**src/rtl/core/tms_ram.sv**
```systemverilog
// generic simple dual port ram, one write port and one registered read port
// no dependencies
module tms_ram #(
    parameter int WIDTH = 8,
    parameter int DEPTH = 128
) (
    input  logic                                   aclk,
    input  logic                                   we,
    input  logic [((DEPTH > 1) ? $clog2(DEPTH) : 1)-1:0] waddr,
    input  logic [WIDTH-1:0]                       wdata,
    input  logic                                   re,
    input  logic [((DEPTH > 1) ? $clog2(DEPTH) : 1)-1:0] raddr,
    output logic [WIDTH-1:0]                       rdata
);

    logic [WIDTH-1:0] mem [DEPTH];

    always_ff @(posedge aclk) begin
        if (we) begin
            mem[waddr] <= wdata;
        end
        if (re) begin
            rdata <= mem[raddr];
        end
    end

endmodule

```
**config.mk**
```make
export PLATFORM = sky130hd
export DESIGN_NAME = tms_ram
export DESIGN_NICKNAME = d
export VERILOG_FILES = /design/src/rtl/core/tms_ram.sv
export SDC_FILE = /design/constraint.sdc
export NUM_CORES = 1
export LEC_CHECK = 0
export BUFFER_PORTS_ARGS = -buffer_cell sky130_fd_sc_hd__buf_2
export CAP_MARGIN = 15
export CORE_MARGIN = 3
export CORE_UTILIZATION = 60
export CTS_BUF_LIST = sky130_fd_sc_hd__clkbuf_16
export CTS_CLUSTER_DIAMETER = 120
export DETAILED_ROUTE_END_ITERATION = 10
export HOLD_SLACK_MARGIN = 0.08
export PLACE_DENSITY = 0.76
export SYNTH_ARGS = -nofsm -noshare
export SYNTH_HDL_FRONTEND = slang
export SYNTH_SLANG_ARGS = --single-unit
```
**constraint.sdc**
```tcl
create_clock -name aclk -period 4 [get_ports aclk]
set_input_delay 0.8 -clock aclk [delete_from_list [all_inputs] [get_ports aclk]]
set_output_delay 0.8 -clock aclk [all_outputs]
set_load 0.01 [all_outputs]
```
==> results of run 1 <==
[cells in the mapped netlist]
cell / instances / area [sq um]
edfxtp_1: 1032 / 31000
mux4_2: 336 / 7570
nor2_1: 122 / 458
clkbuf_1: 44 / 165
buf_1: 18 / 67.6
buf_2: 15 / 75.1
nand2_1: 14 / 52.6
nand3_1: 12 / 60.1
buf_4: 11 / 82.6
nor3_1: 9 / 45.0
mux2_2: 8 / 90.1
nor2b_1: 7 / 43.8
nand4_1: 3 / 18.8
nand2b_1: 2 / 12.5
buf_6: 1 / 11.3
or3_1: 1 / 6.26
[worst reg2reg max path, stage by stage (launching register included)]
cell      delay (ps)
edfxtp_1         370
mux4_2           530
mux4_2           560
mux4_2           570
mux2_2           300
[final cells by class]
type                       instances  area [sq um]
antenna                            1          2.50
clock buffer                     101          2530
clock inverter                    86           621
fill                            3670         19900
multi-input combinational        514          8350
sequential                      1032         31000
tap                              855          1070
timing repair buffer             177          1610
[kinds of logic (layout without fill, tap and decap cells)]
group         count (synthesis)  after routing  share of synthesized area, %
flops                      1032           1032                          78.0
buf+inv                      89            364                          1.01
other cells                   0              1                             0
mux                         344            344                          19.3
simple gates                170            170                          1.75
[final timing paths]
kind                 endpoint  slack [ps]  cells past startpoint
setup / recovery     rdata[5]         930                      7
setup reg to reg     rdata[5]        1430                      4
hold / removal    mem[124][2]         480                      1
hold reg to reg      rdata[1]        1260                      4
[through the flow]
step | util, % | instance area (sq um) | setup WS, ps | total power, mW | hold slack (ps)
global route | 69.5 | 45200 | 891 | 22.7 | 470
detailed placement | 64.5 | 41900 | 282 | 13.3 | 1150
finish | 69.5 | 45200 | 932 | 22.2 | 484
floorplan | - | 39700 | 557 | 12.8 | 899
CTS | 69.3 | 45100 | 953 | 22.3 | 461
global placement | 64.5 | 41900 | 287 | 13.3 | 1130
[power groups by stage]
stage | Clock (mW) | Sequential [mW] | Combinational [mW]
CTS | 9.14 | 12.0 | 1.14
detailed placement | 0 | 12.2 | 1.13
global placement | 0 | 12.2 | 1.10
finish | 9.03 | 12.0 | 1.15
global route | 9.55 | 12.0 | 1.20
floorplan | 0 | 12.2 | 0.604
[per-layer routing]
metal	vias up	wire length, microns
met5	-	13
met1	9928	34000
li1	7436	-
met2	1258	44700
met3	171	10100
met4	2	2630
[state kept, by name (all words and copies together) (netlist names)]
signal,count
mem,1024
rdata,8
==> impl_metrics.json, run 1 <==
{
  "outcome": "finished, final reports clean",
  "grt_pass1_vias": 19200,
  "drive_gt1_share_pct": 35.0,
  "ir_drop_uv": 514,
  "p_leak_nw": 14.2,
  "comb_power_share_pct": 5.2,
  "mostFrequentLayoutCells": "1032 x edfxtp_1, 336 x mux4_2, 130 x buf_4, 122 x nor2_1, 101 x clkbuf_16",
  "power.density_nw_per_um2": 490,
  "synth-seq-cells": 1032,
  "grt_setup_unrepaired": "no",
  "crit_slowest_cell": "mux4_2",
  "netlist_area_sq_um": 39700,
  "cap_violations": 0,
  "layout_commonest_cell": "edfxtp_1",
  "io_pins": 33,
  "clock_power_share_pct": 40.8,
  "hold_viol": 0,
  "syn_inst": 1635,
  "cp.arrival_ps": 3470,
  "path_max_fanout": 17,
  "area_growth_pct": 13.7,
  "numCtsBuffers": 100,
  "ys_warn_count": 0,
  "totalWireLength_microns": 91400,
  "dieWidth_microns": 263,
  "nNetsFinal": 1850,
  "clk_pin_slew_ps": 60,
  "port_buffers": 32,
  "dr.pass1.iters": 5,
  "gr-usage-met1_pct": 40.1,
  "overflow": 0,
  "drt-vias-per-instance": 6.80,
  "worstSetupEndpointType": "register",
  "p_switching_mw": 4.66,
  "cts_setup_buffers": 0,
  "cts.repair.resized": 0,
  "dp.cells": 2575,
  "coreArea_sq_um": 65000,
  "finalMaxSlewViolations": 0,
  "cts_hold_buf": 0,
  "use_met2_pct": 41.6,
  "drc": 0,
  "rows": 93,
  "worstSetupPathType": "input pin to register",
  "die-area_sq_um": 69400,
  "met3_usage_pct": 6.32,
  "start_kind": "input pin",
  "cts.sinks": 1032,
  "path_cells": "buf_8, buf_12, buf_12, mux4_2, mux4_2, mux4_2, mux2_2",
  "dpl.hpwl_microns": 53700,
  "initial_core_util_pct": 61.1,
  "gr-usage-all-layers_pct": 27.0,
  "post-route-period-util_pct": 76.7,
  "synth_cell_types": 16,
  "dr_total_vias": 18800,
  "clk_latency_ps": 670,
  "max-slew-margin-rel_pct": 26.2,
  "cp-startpoint": "raddr[0]",
  "cp_top_family": "multiplexers",
  "syn_area_per_cell_sq_um": 24.3,
  "htreeDepth": 3,
  "wl_per_cell_microns": 33.0,
  "critPathRequiredTime_ps": 4400,
  "p_int_mw": 17.5,
  "synth-seq-area-share_pct": 78.0,
  "synth_nets": 1660,
  "grt_pass1_wl_microns": 135000,
  "globalplace.congestion": 0.808,
  "detail-route-antenna-nets": 0,
  "drt_iter0_markers": 2798,
  "cts_tree": "done",
  "crit_path_frequent_cell": "mux4_2",
  "fmaxAchievable_ghz": 0.326,
  "tns_ps": 0,
  "setup_viol": 0,
  "slowest_delay_ps": 570,
  "cts_root_buf": "clkbuf_16",
  "top_usage_layer": "met2",
  "worstMarginPinSlew_ps": 1100,
  "seq_power_share_pct": 54.0,
  "finalNonFillerCells": 2766,
  "period_needed_ps": 3070,
  "worstHoldStart": "wdata[2]",
  "skew_ps": 21.7,
  "path_buf_inv": 3,
  "r2r_start": "mem[76][5]",
  "grt_max_degree": 119,
  "clockBufferDepth": 3,
  "p_sw_share_pct": 21.0,
  "min_path_type": "input pin to register",
  "antenna_found_initial": 2,
  "fp.dieH_microns": 263
}
Power figures use the tool's default switching activity.
==> inputs of run 2 (changes only) <==
Settings changed: CORE_UTILIZATION 60 to 57.
Clock period 4 ns to 2.8 ns, I/O delays scaled along.
==> impl_metrics.json, run 2 (same netlist as run 1, synthesis figures left out) <==
{
  "largest_reg_flops": 1024,
  "layout_commonest_cell": "edfxtp_1",
  "coreArea_sq_um": 68800,
  "hold_path_depth": 1,
  "pre_cts_slack_ps": -597,
  "worstHoldStart": "wdata[6]",
  "grt_max_degree": 129,
  "dpl.hpwl_microns": 55700,
  "period_needed_ps": 2740,
  "setup_viol": 0,
  "fp.dieH_microns": 270,
  "worstSetupPathType": "input pin to register",
  "drt_iter0_markers": 2712,
  "overflow": 0,
  "max-slew-margin-rel_pct": 48.5,
  "finalMaxSlewViolations": 0,
  "r2r_start": "mem[47][6]",
  "nNetsFinal": 1943,
  "area_growth_pct": 17.3,
  "fmaxAchievable_ghz": 0.365,
  "grt_setup_unrepaired": "no",
  "clk_pin_slew_ps": 60,
  "hold_viol": 0,
  "path_cells": "buf_8, buf_12, buf_6, mux4_2, mux4_2, mux4_2, mux2_2",
  "io_pins": 33,
  "antenna_found_initial": 8,
  "numCtsBuffers": 101,
  "worstSetupEndpointType": "register",
  "drive_gt1_share_pct": 38.3,
  "cts_root_buf": "clkbuf_16",
  "cap_violations": 0,
  "worst_slack_ps": 60.1,
  "critPathRequiredTime_ps": 3190,
  "htreeDepth": 3,
  "reg.largest.list": "mem: 1024 flops, rdata: 8 flops",
  "cp.arrival_ps": 3130,
  "dr_total_vias": 19200,
  "outcome": "finished, final reports clean",
  "port_buffers": 32,
  "holdPathEnd": "mem[118][6]",
  "skew_ps": 17.5,
  "clk_latency_ps": 650,
  "r2r_end": "rdata[6]",
  "dieWidth_microns": 270,
  "cts.sinks": 1032,
  "rrSetupSlack_ps": 240,
  "dr.pass1.iters": 7,
  "wl_per_cell_microns": 31.4,
  "regMostFlops": "mem",
  "crit_slowest_cell": "mux4_2",
  "detail-route-antenna-nets": 0,
  "drc": 0,
  "cts_tree": "done",
  "p_leak_nw": 15.0,
  "tns_ps": 0,
  "grt_pass1_vias": 19600,
  "power.density_nw_per_um2": 716,
  "die-area_sq_um": 72900,
  "path_max_fanout": 22,
  "totalWireLength_microns": 92300,
  "slowest_delay_ps": 550,
  "reg2regPathDepth": 4,
  "start_kind": "input pin",
  "ir_drop_uv": 545,
  "min_path_type": "input pin to register",
  "clockBufferDepth": 3,
  "post-route-period-util_pct": 97.9,
  "grt_pass1_wl_microns": 138000,
  "mostFrequentLayoutCells": "1032 x edfxtp_1, 336 x mux4_2, 205 x buf_4, 122 x nor2_1, 105 x clkbuf_16",
  "rows": 96,
  "globalplace.congestion": 0.832,
  "initial_core_util_pct": 57.7,
  "crit_path_frequent_cell": "mux4_2",
  "drt-vias-per-instance": 6.52,
  "gr-usage-all-layers_pct": 26.0,
  "worstMarginPinSlew_ps": 773
}
[run 2: area by class of cell]
| cell class | count | area (sq um) |
|---|---|---|
| Antenna cell | 5 | 12.5 |
| Clock buffer | 105 | 2630 |
| Clock inverter | 83 | 991 |
| Fill cell | 3968 | 22200 |
| Multi-Input combinational cell | 514 | 8350 |
| Sequential cell | 1032 | 31000 |
| Tap cell | 931 | 1160 |
| Timing Repair Buffer | 269 | 2490 |
[run 2: how the worst max path moves through the flow]
stage | from | endpoint | slack, ps | depth (start not counted)
floorplan | raddr[0] | rdata[0] | -100 | 7
global placement | raddr[0] | rdata[6] | -590 | 8
detailed placement | raddr[0] | rdata[1] | -600 | 7
CTS | raddr[0] | rdata[1] | 30 | 7
global route | raddr[0] | rdata[1] | 40 | 7
finish | raddr[0] | rdata[1] | 60 | 7
[run 2: layer usage]
metal | share of wire (%) | wire length [microns] | vias to the layer above | global-route usage (%)
met5 | 0.063 | 58 | - | 0
met4 | 3.1 | 2860 | 8 | 8.12
met3 | 11 | 10100 | 185 | 5.30
met2 | 49 | 44800 | 1280 | 41.1
met1 | 37 | 34500 | 10100 | 37.6
li1 | - | - | 7600 | -
[run 2: where the power goes]
group | switching, mW | leakage (nW) | internal, mW
Sequential | 0.0307 | 9.28 | 17.1
Combinational | 0.963 | 3.85 | 0.761
Clock | 5.65 | 1.85 | 8.90
[run 2: timing repair]
| item | CTS | global route |
|---|---|---|
| hold buffers | 0 | 0 |
| endpoints found under the setup margin | 0 | 1 |
| buffers inserted | 0 | 0 |
| resized for setup | 0 | 1 |
[run 2: per-stage QoR]
step	instance area, sq um	utilization (%)	instances	hold slack [ps]	power, mW
floorplan	40100	-	1635	659	18.4
global placement	43000	62.5	2746	970	19.1
detailed placement	43000	62.5	2746	979	19.1
CTS	46600	67.7	2934	296	33.5
global route	46600	67.7	2937	306	34.2
finish	46600	67.7	2939	322	33.4
[run 2: worst max-delay path: cells and delay by family]
kind	cells	cell delay, ps
multiplexers	4	1920
buffers and inverters	3	600
